File: config.mk
export PLATFORM = sky130hd
export DESIGN_NAME = tar_header_validator
export DESIGN_NICKNAME = d
export VERILOG_FILES = /design/src/hw/rtl/thv_pkg.sv /design/src/hw/rtl/tar_header_validator.sv /design/src/hw/rtl/thv_decode.sv /design/src/hw/rtl/thv_accum.sv /design/src/hw/rtl/thv_out_buf.sv
export SDC_FILE = /design/constraint.sdc
export NUM_CORES = 1
export LEC_CHECK = 0
export CORE_AREA = 3 3 289 291
export DETAILED_ROUTE_END_ITERATION = 8
export DIE_AREA = 0 0 292 294
export DONT_BUFFER_PORTS = 1
export GPL_TIMING_DRIVEN = 0
export HOLD_SLACK_MARGIN = 0.05
export PLACE_DENSITY_LB_ADDON = 0.1
export SYNTH_ARGS = -nofsm -noshare
export SYNTH_HDL_FRONTEND = slang
export SYNTH_SLANG_ARGS = --single-unit
File: constraint.sdc
create_clock -name clk -period 10.65 [get_ports clk]
set_clock_uncertainty 0.05 [all_clocks]
set_input_delay 0 -clock clk [delete_from_list [all_inputs] [get_ports clk]]
set_output_delay 0 -clock clk [all_outputs]
set_load 0.02 [all_outputs]
File: src/hw/rtl/thv_pkg.sv
// thv_pkg: shared types, constants and field layout for the tar header validator
// no dependencies
`timescale 1ns / 1ps
package thv_pkg;

  localparam int HeaderBytes = 512;
  localparam int PosW = 9;

  localparam logic [2:0] ST_VALID    = 3'd0;
  localparam logic [2:0] ST_END      = 3'd1;
  localparam logic [2:0] ST_FIELD    = 3'd2;
  localparam logic [2:0] ST_CHECKSUM = 3'd3;
  localparam logic [2:0] ST_TYPE     = 3'd4;
  localparam logic [2:0] ST_INCONS   = 3'd5;

  localparam logic [1:0] PH_LEAD  = 2'd0;
  localparam logic [1:0] PH_DIGIT = 2'd1;
  localparam logic [1:0] PH_TAIL  = 2'd2;

  localparam logic [1:0] FMT_ANY = 2'd0;
  localparam logic [1:0] FMT_PAX = 2'd1;
  localparam logic [1:0] FMT_GNU = 2'd2;

  localparam logic [7:0] CH_ZERO  = 8'h30;
  localparam logic [7:0] CH_SEVEN = 8'h37;
  localparam logic [7:0] CH_SPACE = 8'h20;

  localparam logic [3:0] FLD_MODE = 4'd0;
  localparam logic [3:0] FLD_UID  = 4'd1;
  localparam logic [3:0] FLD_GID  = 4'd2;
  localparam logic [3:0] FLD_SIZE = 4'd3;
  localparam logic [3:0] FLD_TIME = 4'd4;
  localparam logic [3:0] FLD_CHK  = 4'd5;
  localparam logic [3:0] FLD_DMAJ = 4'd6;
  localparam logic [3:0] FLD_DMIN = 4'd7;
  localparam logic [3:0] FLD_NONE = 4'd8;

  typedef struct packed {
    logic [8:0] start;
    logic [8:0] last;
  } fld_range_t;

  function automatic fld_range_t fld_range(input logic [2:0] k);
    fld_range_t r;
    r = '{start: 9'd0, last: 9'd0};
    case (k)
      3'd0: r = '{start: 9'd100, last: 9'd107};
      3'd1: r = '{start: 9'd108, last: 9'd115};
      3'd2: r = '{start: 9'd116, last: 9'd123};
      3'd3: r = '{start: 9'd124, last: 9'd135};
      3'd4: r = '{start: 9'd136, last: 9'd147};
      3'd5: r = '{start: 9'd148, last: 9'd155};
      3'd6: r = '{start: 9'd329, last: 9'd336};
      default: r = '{start: 9'd337, last: 9'd344};
    endcase
    return r;
  endfunction

  function automatic logic [7:0] magic_char(input logic [2:0] i);
    logic [7:0] c;
    c = 8'h00;
    case (i)
      3'd0: c = 8'h75;
      3'd1: c = 8'h73;
      3'd2: c = 8'h74;
      3'd3: c = 8'h61;
      3'd4: c = 8'h72;
      default: c = 8'h00;
    endcase
    return c;
  endfunction

  typedef struct packed {
    logic [7:0]  b;
    logic [8:0]  pos;
    logic        last;
    logic        start;
    logic [3:0]  fld;
    logic        fld_last;
  } byte_info_t;

  typedef struct packed {
    logic [2:0]  status;
    logic [7:0]  entry_type;
    logic [32:0] member_size;
    logic [8:0]  pad_bytes;
    logic [20:0] file_mode;
    logic [20:0] owner_id;
    logic [20:0] group_id;
    logic [32:0] mod_time;
    logic [20:0] device_major;
    logic [20:0] device_minor;
    logic        is_extended;
  } verdict_t;

endpackage

File: src/hw/rtl/tar_header_validator.sv
// tar_header_validator: top level, one ustar header byte per word in, one verdict out
// depends on thv_pkg, thv_decode, thv_accum, thv_out_buf
`timescale 1ns / 1ps
// Usage:
//   s_axis carries header bytes, 512 words per header block, in order.
//   After the 512th byte one verdict word appears on m_axis.
//   cfg_valid/cfg_ready/cfg_data writes format_mode; write it only while idle.
// The verdict passes the byte tag stage, the accumulate stage and the output buffer.
// Throughput: 1 byte per cycle while s_axis_tready is high, set by the two register stages
//   (byte tag stage and the accumulate stage) that each take one byte per clock.
// A two-word output buffer holds verdicts; s_axis_tready falls only while both
//   words are full, so bytes keep flowing until then.
// Reset (rst, synchronous) clears the byte position, sums, flags, octal fields,
//   the output buffer and sets format_mode to any.
// When m_axis stalls, verdicts wait in the buffer, and input pauses only once
//   the buffer is full.
module tar_header_validator #(
  parameter int HEADER_BYTES = thv_pkg::HeaderBytes
) (
  input  logic        clk,
  input  logic        rst,
  input  logic        s_axis_tvalid,
  output logic        s_axis_tready,
  input  logic [7:0]  s_axis_tdata,  // header_byte
  output logic        m_axis_tvalid,
  input  logic        m_axis_tready,
  // status[2:0], entry_type[10:3], member_size[43:11], pad_bytes[52:44],
  // file_mode[73:53], owner_id[94:74], group_id[115:95], mod_time[148:116],
  // device_major[169:149], device_minor[190:170], is_extended[191]
  output logic [191:0] m_axis_tdata,
  input  logic        cfg_valid,
  output logic        cfg_ready,
  input  logic [1:0]  cfg_data
);
  import thv_pkg::*;

  logic       in_take, dec_valid, res_valid, space_ok;
  logic [1:0] format_mode;
  byte_info_t dec_info;
  verdict_t   res, out_v;

  // headers are far apart, so only a full buffer can block the next verdict
  assign s_axis_tready = space_ok;
  assign in_take       = s_axis_tvalid && s_axis_tready;
  assign cfg_ready     = 1'b1;

  always_ff @(posedge clk) begin
    if (rst) format_mode <= FMT_ANY;
    else if (cfg_valid) format_mode <= cfg_data;
  end

  thv_decode #(.HEADER_BYTES(HEADER_BYTES)) u_dec (.clk, .rst, .in_take,
                                                   .in_byte(s_axis_tdata), .dec_valid,
                                                   .dec_info);
  thv_accum u_acc (.clk, .rst, .format_mode, .dec_valid, .dec_info, .res_valid, .res);
  thv_out_buf u_buf (.clk, .rst, .wr_valid(res_valid), .wr_data(res), .space_ok,
                     .rd_valid(m_axis_tvalid), .rd_data(out_v), .rd_ready(m_axis_tready));

  assign m_axis_tdata = {out_v.is_extended, out_v.device_minor, out_v.device_major,
                         out_v.mod_time, out_v.group_id, out_v.owner_id, out_v.file_mode,
                         out_v.pad_bytes, out_v.member_size, out_v.entry_type, out_v.status};
endmodule

File: src/hw/rtl/thv_decode.sv
// thv_decode: registered byte stage, tags each byte with its position and field
// depends on thv_pkg
`timescale 1ns / 1ps
module thv_decode #(
  parameter int HEADER_BYTES = thv_pkg::HeaderBytes
) (
  input  logic                clk,
  input  logic                rst,
  input  logic                in_take,
  input  logic [7:0]          in_byte,
  output logic                dec_valid,
  output thv_pkg::byte_info_t dec_info
);
  import thv_pkg::*;

  logic [PosW-1:0] pos;
  logic [PosW-1:0] pos_next;
  logic [3:0]      fld_next;
  logic            start_next;
  logic            flast_next;
  fld_range_t      r;

  always_comb begin
    fld_next   = FLD_NONE;
    start_next = 1'b0;
    flast_next = 1'b0;
    r          = '{start: 9'd0, last: 9'd0};
    for (int k = 0; k < 8; k++) begin
      r = fld_range(3'(k));
      if (pos >= r.start && pos <= r.last) begin
        fld_next   = 4'(k);
        start_next = (pos == r.start);
        flast_next = (pos == r.last);
      end
    end
    pos_next = (pos == PosW'(HEADER_BYTES - 1)) ? '0 : pos + 1'b1;
  end

  always_ff @(posedge clk) begin
    if (rst) begin
      pos       <= '0;
      dec_valid <= 1'b0;
    end else begin
      dec_valid <= in_take;
      if (in_take) pos <= pos_next;
    end
    if (in_take) begin
      dec_info.b        <= in_byte;
      dec_info.pos      <= pos;
      dec_info.last     <= (pos == PosW'(HEADER_BYTES - 1));
      dec_info.start    <= start_next;
      dec_info.fld      <= fld_next;
      dec_info.fld_last <= flast_next;
    end
  end
endmodule

File: src/hw/rtl/thv_accum.sv
// thv_accum: sums, flags and octal field parsers, builds the verdict at the last byte
// depends on thv_pkg
`timescale 1ns / 1ps
module thv_accum (
  input  logic                clk,
  input  logic                rst,
  input  logic [1:0]          format_mode,
  input  logic                dec_valid,
  input  thv_pkg::byte_info_t dec_info,
  output logic                res_valid,
  output thv_pkg::verdict_t   res
);
  import thv_pkg::*;

  logic [16:0] usum;
  logic [17:0] ssum;
  logic        all_zero;
  logic [1:0]  phase;
  logic        ferr;
  logic [32:0] acc [8];
  logic [7:0]  tchar;
  logic        magic_bad, uname_nul, gname_nul, link_set;

  logic [16:0] usum_next;
  logic [17:0] ssum_next;
  logic        all_zero_next, ferr_next, magic_bad_next, uname_next, gname_next, link_next;
  logic [1:0]  phase_next;
  logic [32:0] acc_val, acc_next;
  logic [7:0]  tchar_next, v, b, t;
  logic [8:0]  p;
  logic        dig, fill;
  logic [2:0]  k;
  logic        pax, gnu, type_ok, link, dev;
  logic [17:0] chk18;
  verdict_t    vd;

  always_comb begin
    b = dec_info.b;
    p = dec_info.pos;
    k = dec_info.fld[2:0];
    v = (p >= 9'd148 && p <= 9'd155) ? CH_SPACE : b;
    all_zero_next  = all_zero & (b == 8'h00);
    usum_next      = usum + {9'd0, v};
    ssum_next      = ssum + {{10{v[7]}}, v};
    magic_bad_next = magic_bad |
                     (p >= 9'd257 && p <= 9'd261 && b != magic_char(3'(p - 9'd257)));
    uname_next     = uname_nul | (p >= 9'd265 && p <= 9'd296 && b == 8'h00);
    gname_next     = gname_nul | (p >= 9'd297 && p <= 9'd328 && b == 8'h00);
    link_next      = link_set | (p == 9'd157 && b != 8'h00);
    tchar_next     = (p == 9'd156) ? b : tchar;

    dig        = (b >= CH_ZERO && b <= CH_SEVEN);
    fill       = (b == CH_SPACE || b == 8'h00);
    phase_next = dec_info.start ? PH_LEAD : phase;
    acc_val    = dec_info.start ? 33'd0 : acc[k];
    acc_next   = acc_val;
    ferr_next  = ferr;
    if (dec_info.fld != FLD_NONE) begin
      case (phase_next)
        PH_LEAD: begin
          if (b == CH_SPACE) begin
          end else if (dig && !dec_info.fld_last) begin
            phase_next = PH_DIGIT;
            acc_next   = {30'd0, b[2:0]};
          end else if (b == 8'h00) begin
            phase_next = PH_TAIL;
          end else begin
            ferr_next = 1'b1;
          end
        end
        PH_DIGIT: begin
          if (dig && !dec_info.fld_last) acc_next = {acc_val[29:0], b[2:0]};
          else if (fill) phase_next = PH_TAIL;
          else ferr_next = 1'b1;
        end
        default: begin
          if (!fill) ferr_next = 1'b1;
        end
      endcase
    end

    t       = (tchar_next == 8'h00) ? CH_ZERO : tchar_next;
    pax     = (format_mode == FMT_ANY || format_mode == FMT_PAX);
    gnu     = (format_mode == FMT_ANY || format_mode == FMT_GNU);
    type_ok = (t >= CH_ZERO && t <= CH_SEVEN) ||
              ((t == 8'h78 || t == 8'h67) && pax) || ((t == 8'h4b || t == 8'h4c) && gnu);
    link    = (t == 8'h31 || t == 8'h32);
    dev     = (t == 8'h33 || t == 8'h34);
    chk18   = {1'b0, acc[FLD_CHK[2:0]][16:0]};

    vd = '0;
    if (all_zero_next) vd.status = ST_END;
    else if (ferr_next || magic_bad_next || !uname_next || !gname_next) vd.status = ST_FIELD;
    else if ((acc[FLD_CHK[2:0]] != {16'd0, usum_next}) &&
             !(acc[FLD_CHK[2:0]][32:17] == 16'd0 && ssum_next == chk18))
      vd.status = ST_CHECKSUM;
    else if (!type_ok) vd.status = ST_TYPE;
    else if ((link_next && !link) || (link && acc[FLD_SIZE[2:0]] != 33'd0) ||
             ((acc[FLD_DMAJ[2:0]] | acc[FLD_DMIN[2:0]]) != 33'd0 && !dev))
      vd.status = ST_INCONS;
    else begin
      vd.status       = ST_VALID;
      vd.entry_type   = t;
      vd.member_size  = acc[FLD_SIZE[2:0]];
      vd.pad_bytes    = 9'(10'd512 - {1'b0, acc[FLD_SIZE[2:0]][8:0]});
      vd.file_mode    = acc[FLD_MODE[2:0]][20:0];
      vd.owner_id     = acc[FLD_UID[2:0]][20:0];
      vd.group_id     = acc[FLD_GID[2:0]][20:0];
      vd.mod_time     = acc[FLD_TIME[2:0]];
      vd.device_major = acc[FLD_DMAJ[2:0]][20:0];
      vd.device_minor = acc[FLD_DMIN[2:0]][20:0];
      vd.is_extended  = (t == 8'h78 || t == 8'h67 || t == 8'h4b || t == 8'h4c);
    end
  end

  always_ff @(posedge clk) begin
    if (rst) begin
      res_valid <= 1'b0;
    end else begin
      res_valid <= dec_valid && dec_info.last;
    end
    if (rst || (dec_valid && dec_info.last)) begin
      usum <= '0; ssum <= '0; all_zero <= 1'b1; phase <= PH_LEAD; ferr <= 1'b0;
      tchar <= '0; magic_bad <= 1'b0; uname_nul <= 1'b0; gname_nul <= 1'b0;
      link_set <= 1'b0;
      for (int i = 0; i < 8; i++) acc[i] <= '0;
    end else if (dec_valid) begin
      usum <= usum_next; ssum <= ssum_next; all_zero <= all_zero_next;
      ferr <= ferr_next; tchar <= tchar_next; magic_bad <= magic_bad_next;
      uname_nul <= uname_next; gname_nul <= gname_next; link_set <= link_next;
      if (dec_info.fld != FLD_NONE) begin
        phase  <= phase_next;
        acc[k] <= acc_next;
      end
    end
    if (dec_valid && dec_info.last) res <= vd;
  end
endmodule

File: src/hw/rtl/thv_out_buf.sv
// thv_out_buf: two-entry output buffer holding verdict words for the master side
// depends on thv_pkg
`timescale 1ns / 1ps
module thv_out_buf (
  input  logic              clk,
  input  logic              rst,
  input  logic              wr_valid,
  input  thv_pkg::verdict_t wr_data,
  output logic              space_ok,
  output logic              rd_valid,
  output thv_pkg::verdict_t rd_data,
  input  logic              rd_ready
);
  import thv_pkg::*;

  verdict_t mem [2];
  logic       wp, rp;
  logic [1:0] cnt;
  logic       rd_take;

  assign rd_take  = rd_valid && rd_ready;
  assign rd_valid = (cnt != 2'd0);
  assign rd_data  = mem[rp];
  assign space_ok = (cnt != 2'd2);

  always_ff @(posedge clk) begin
    if (rst) begin
      wp <= 1'b0; rp <= 1'b0; cnt <= 2'd0;
    end else begin
      if (wr_valid) wp <= ~wp;
      if (rd_take) rp <= ~rp;
      cnt <= cnt + {1'b0, wr_valid} - {1'b0, rd_take};
    end
    if (wr_valid) mem[wp] <= wr_data;
  end
endmodule

* Yosys cells after proc, flatten, opt, wreduce, memory -nomap -nowiden
Memory sizes are Yosys's and may differ from the RTL's. A register that Yosys moved wholly into a read port is not among the register bits. Cells that the tools add are included.
Word-level totals: output and inout bits 195, memory bits (writable) 648, input bits 15, register bits 188, logic and storage cells 254, memories kept 2
Memory list:
- u_buf.mem | words 2, bits a word 192, read ports 1, clocked after Yosys merged registers in 1, write ports 1, line thv_out_buf.sv:16 | verdict_t mem [2];
- u_acc.acc | words 8, bits a word 33, read ports 9, clocked after Yosys merged registers in 4, write ports 8, line thv_accum.sv:20 | logic [32:0] acc [8];
Operators by class: multiplexer cells 65, order comparisons 28, reduce and logical (&&, ||, !) cells 69, equality and inequality tests 40, bitwise logic cells 9, $add $sub $neg 7
Operator list (count):
- 2-to-1 mux 33 bit | 6
- case mux 33 bit (2 select lines) | 1
- nonzero test 33 bit | 2
- == test 9 x 7 -> 1 bit, second input constant | 7
- == test 9 x 8 -> 1 bit, second input constant | 7
- == test 9 bit, second input constant | 5
- >= comparator 9 bit, second input constant | 5
- less-or-equal comparator 9 bit, second input constant | 5
- == test 8 x 6 -> 1 bit, second input constant | 5
- >= comparator 9 x 7 -> 1 bit, second input constant | 4
- less-or-equal comparator 9 x 8 -> 1 bit, second input constant | 4
- case mux 7 bit (5 select lines) | 1
- 2-to-1 mux 1 bit | 34
- != test 33 x 17 -> 1 bit | 1
- OR 33 bit | 1
- OR reduction 33 bit | 1
- == test 8 x 7 -> 1 bit, second input constant | 4
- logical AND 1 bit | 29
- >= comparator 9 x 8 -> 1 bit, second input constant | 3
- less-or-equal comparator 9 x 7 -> 1 bit, second input constant | 3
- 2-to-1 mux 8 bit | 3
- 2-to-1 mux 2 bit | 10
- adder 18 bit | 1
- == test 18 x 17 -> 1 bit | 1
- other kinds (38) | 75

* Logic depth before layout (Yosys ltp)
depth after elaboration 14, depth in mapped cells 24, depth with buffers taken out 18

* By module
Synthesis repeated with hierarchy kept, for this count alone.
Second synthesis, totals: cells, all modules 3037, area, all modules 41992.8 um^2
Modules (own cells, without submodules):
- thv_accum | area an instance 26036.2 um^2, seq. area each 14704.1 um^2, cells an instance 2255, instances 1
- thv_out_buf | area an instance 14163.6 um^2, seq. area each 11631.2 um^2, cells an instance 620, instances 1
- thv_decode | area an instance 1707.9 um^2, seq. area each 920.9 um^2, cells an instance 153, instances 1
- tar_header_validator | area an instance 85.1 um^2, seq. area each 40.0 um^2, cells an instance 9, instances 1

* Worst setup path before layout
Ideal clock, no wire load.
path type flip-flop to flip-flop, from register u_buf.wp, to memory u_buf.mem[0][0] (netlist name) (enable), setup slack 1.079 ns, cell stages (with the launch flop) 2, arrival time 8.753 ns, library setup time 0.768 ns, data required time 9.832 ns, clock period less this slack 9.571 ns, path buffers 0, path through dfxtp_1 > nor2b_1
RTL lines:
- from (decl) | line thv_out_buf.sv:17 | logic wp, rp;
- from (signal assigned) | line thv_out_buf.sv:30 | if (wr_valid) wp <= ~wp;
- to (decl) | line thv_out_buf.sv:16
No word-level cell before the write port.

* Worst setup path in the final report
from register u_dec.dec_info[9] (netlist name), to register u_acc.res[184] (netlist name)
Between the ends: longest elaborated chain between the ends 11, elaborated cells between the ends (all ways) 74, those cells by class add/sub: 3; order compare: 10; eq/ne: 17; mux: 4; bitwise: 5; reduce/logical: 35
Ends and longest elaborated chain:
- parallel branches: the longest is 11 deep, another holds adder 18 bit
Several ways; the timed one is not identified. A chain may end at the register's enable or synchronous reset.

==> impl_metrics.toml <==
[floorplan]
die_area_mm2 = 0.0858
dieHeight_um = 294
core_region_area_mm2 = 0.0808
floorplan.die.width_um = 292
initial_core_util_pct = 49.9
rows = 104
design.portCount = 210

[clock_network]
path_clk_slew_ns = 0.06
post-cts-setup-buffer-count = 0
tritoncts_num_sinks = 930
cts_root_buffer = "sky130_fd_sc_hd__clkbuf_16"
cts-htree-levels = 3
cts_tree = "yes"
max-clock-path-buffers = 3
number_of_buffers_inserted_during_clock_tree_synthesis = 98
worstSkewPairLatency_ns = 0.67

[logic_synthesis]
yosysWarningCount = 0
ys_seq_area_share_pct = 67.5
syn-num-nets = 2882
synth_top_area_share_pct = 64.1
synth_top_flop_cell = "sky130_fd_sc_hd__edfxtp_1"
postSynth.asyncResetShare_pct = 0
syn-cell-area_mm2 = 0.0403
synth_enable_flop_cells = 861
post_synth_num_cell_types = 84
yosysTopAreaCell = "sky130_fd_sc_hd__edfxtp_1"
synth_top_cells_by_area = "sky130_fd_sc_hd__edfxtp_1, sky130_fd_sc_hd__mux2_2, sky130_fd_sc_hd__nor2_1, sky130_fd_sc_hd__mux4_2, sky130_fd_sc_hd__dfxtp_1"
synth-seq-cells = 930
avgSynthCellArea_um2 = 14.2
syn_inst = 2834

[global_route]
grt_busiest_layer = "met2"
grt-ovfl-total = 0
grt_use_met1_pct = 32.8
globalRouteTotalUtil_pct = 24.3
antenna_violations_before_repair = 1
grtUsageMet2_pct = 40.8
grt.met3_usage_pct = 4.36
via_count_of_the_first_global_routing_pass = 24000
grt_start_max_net_pins = 72
grt_pass1_wl_mm = 156

[pwr]
irDropWorstVdd_v = 0.000124
comb_power_share_pct = 21.2
power.share.clock_pct = 33.8
pwr_density_cell_mw_per_mm2 = 214
pwr-share-seq_pct = 45.0
power.static_leakage_nw = 15.3
power.internal_mw = 6.77
net-switching-power_mw = 2.93
power.share.switching_pct = 30.2

[drt]
drcViolationCount = 0
postRouteWirelength_mm = 105
drt.antenna.violating_nets = 0
via_per_inst = 5.94
detailedRoute.firstPassIterationCount = 7
routedWlPerCell_um = 25.6
routed-via-count = 24500
drt_first_iter_violations = 2170

[final_layout]
finish.cell_count_without_fillers = 4114
layout_commonest_cell = "sky130_fd_sc_hd__edfxtp_1"
layout.cells.most_common_list = "sky130_fd_sc_hd__edfxtp_1, sky130_fd_sc_hd__nor2_1, sky130_fd_sc_hd__and2_1"
post_route_cells_drive_above_1_share_pct = 15.1
fillers = 6515
finish.utilization_pct = 56.1
layout.nets = 3019
stdcell_area_mm2 = 0.0453
layout-area-overhead-vs-synth_pct = 12.4

[sta]
setup_repair_after_global_routing_missed_its_margin = "false"
post-route-worst-setup-slack_ns = 2.62
finalCriticalPeriod_ns = 8.03
finalSetupViolCount = 0
clock.fmax_mhz = 125
report.final.hold_viol_count = 0
slew_headroom_pct = 9.71
finalCritPeriodShare_pct = 75.4
slew_viol_final = 0
fin_hold_ws_ns = 0.144
worst-slew-pin-transition_ns = 1.34

[worst_setup_path]
setup_crit_end_kind = "flop"
timing_worst_setup_path_type = "reg -> reg"
slowest_stage = "sky130_fd_sc_hd__nor4_4"
worstSetupStartpointType = "flop"
reg2reg_setup_slack_ns = 2.62
data_required_time_of_the_critical_path_ns = 11.10
critical-path-max-stage-delay_ns = 0.80
cp_cell_sequence = "inv_1 -> ha_1 -> and4b_1 -> clkbuf_1 -> or4_1 -> buf_2 -> buf_4 -> buf_2 -> and2_1 -> ha_1 -> clkbuf_1 -> xnor2_1 -> a2111oi_0 -> o31ai_1 -> or4_1 -> a2111oi_0 -> o2111ai_1 -> nor4b_2 -> a21oi_1 -> nor4_4 -> clkbuf_1 -> nor2b_1"
critical_path.max_fanout = 10
worst_path_most_repeated_cell = "sky130_fd_sc_hd__clkbuf_1"
crit_arrival_ns = 8.48

[outcome]
outcome = "completed"

[run]
drv_cap = 0

[placement]
dp_worst_setup_slack_ns = 2.58
placed_cells_incl_taps = 3906
hpwlAfterDp_mm = 75.9
dpl-instance-area_mm2 = 0.0420
place_congestion = 0.930
port-buffer-count = 0

[hold_path]
hold_class = "in -> reg"
[sequential cells by signal (all words and copies together), names as in the netlist, named ones only]
register	count
u_acc.res	191
u_acc.all_zero	1
u_buf.cnt	2
u_dec.pos	9
u_acc.ferr	1
u_acc.acc	264
u_dec.dec_valid	1
u_buf.wp	1
u_buf.mem	382
u_acc.phase	2
u_acc.tchar	8
u_buf.rp	1
u_acc.uname_nul	1
u_acc.link_set	1
u_acc.gname_nul	1
format_mode	2
u_acc.ssum	18
u_acc.res_valid	1
u_dec.dec_info	24
u_acc.magic_bad	1
u_acc.usum	17
[worst max-delay path: cells and delay by family, from the launching register on]
family	cells	cell delay, ns
AO/OA/AOI/OAI	5	1.66
XOR/XNOR	1	0.13
adder cells (fa/ha/maj)	2	0.49
buffers and inverters	7	2.07
flip-flops	1	0.55
AND/OR/NAND/NOR	7	2.90
[logic make-up (layout without fill, tap and decap cells)]
logic type                 Yosys count  in the layout  synth area share, %
adders and majority gates           36             36                 1.10
muxes                              327            327                 10.8
buffers and inverters              193            412                 1.97
DFF                                930            930                 67.5
AOI/OAI and AO/OA                  295            295                 5.07
other                                2              3               0.0186
and+or+nand+nor                    967            967                 11.7
xor gates and xnor gates            84             84                 1.86
[path summary, 6_finish.rpt]
| path | endpoint | start | depth (start not counted) |
|---|---|---|---|
| setup reg to reg | u_acc.res[184] | u_dec.dec_info[9] | 22 |
| hold reg to reg | u_buf.mem[1][22] | u_acc.res[22] | 0 |
| setup / recovery | u_acc.res[184] | u_dec.dec_info[9] | 22 |
| hold / removal | u_dec.dec_valid | s_axis_tvalid | 3 |
[cells in the mapped netlist, drive strengths merged, types with 8 or more instances]
| cell | instances |
|---|---|
| a211oi | 13 |
| a21o | 23 |
| a21oi | 66 |
| a22oi | 30 |
| a31oi | 11 |
| and2 | 198 |
| and3 | 12 |
| buf | 37 |
| clkbuf | 127 |
| dfxtp | 69 |
| edfxtp | 861 |
| ha | 33 |
| inv | 27 |
| mux2 | 195 |
| mux2i | 66 |
| mux4 | 66 |
| nand2 | 106 |
| nand2b | 14 |
| nand3 | 40 |
| nand4 | 21 |
| nor2 | 435 |
| nor2b | 21 |
| nor3 | 26 |
| nor4 | 37 |
| o2111ai | 8 |
| o211ai | 9 |
| o21ai | 51 |
| or3 | 16 |
| xnor2 | 49 |
| xor2 | 34 |
[per-layer routing]
metal  part of all wire [%]  vias to the layer above
met5                      0                        -
met4                    2.6                        0
met1                     41                    12400
li1                       -                    10900
met2                     49                     1032
met3                    7.1                      173
[cell type report]
type                    instances  area [µm²]  area share (%)
multi-input cells            1711       12300            27.2
flip-flops and latches        930       27200            60.1
well taps                    1060        1330            2.92
clock buffers                 118        2550            5.62
diodes                          1        2.50         0.00552
inverters                      29         109           0.240
plain buffers                 164         687            1.51
repair buffers                 37         528            1.16
clock inverters                64         569            1.26
[power groups by stage]
| stage | Sequential [mW] | Clock, mW | Combinational (mW) |
|---|---|---|---|
| final | 4.36 | 3.28 | 2.05 |
| after global routing | 4.38 | 3.49 | 2.20 |
| after CTS | 4.36 | 3.34 | 2.07 |
| after detailed placement | 4.43 | 0 | 2.05 |
| after global placement | 4.46 | 0 | 2.02 |
| after floorplan | 4.37 | 0 | 1.51 |
[metrics by stage]
stage | TNS [ns] | total power [mW]
2_1_floorplan | 0 | 5.88
3_3_place_gp | -777.92 | 6.49
3_5_place_dp | 0 | 6.49
4_1_cts | 0 | 9.77
5_1_grt | 0 | 10.1
6_report | 0 | 9.69
[timing repair]
item,in CTS,in global routing
hold buffers,25,0
resized for setup,0,0
endpoints found under the hold margin,48,0
(Power assumes the default switching activity.)
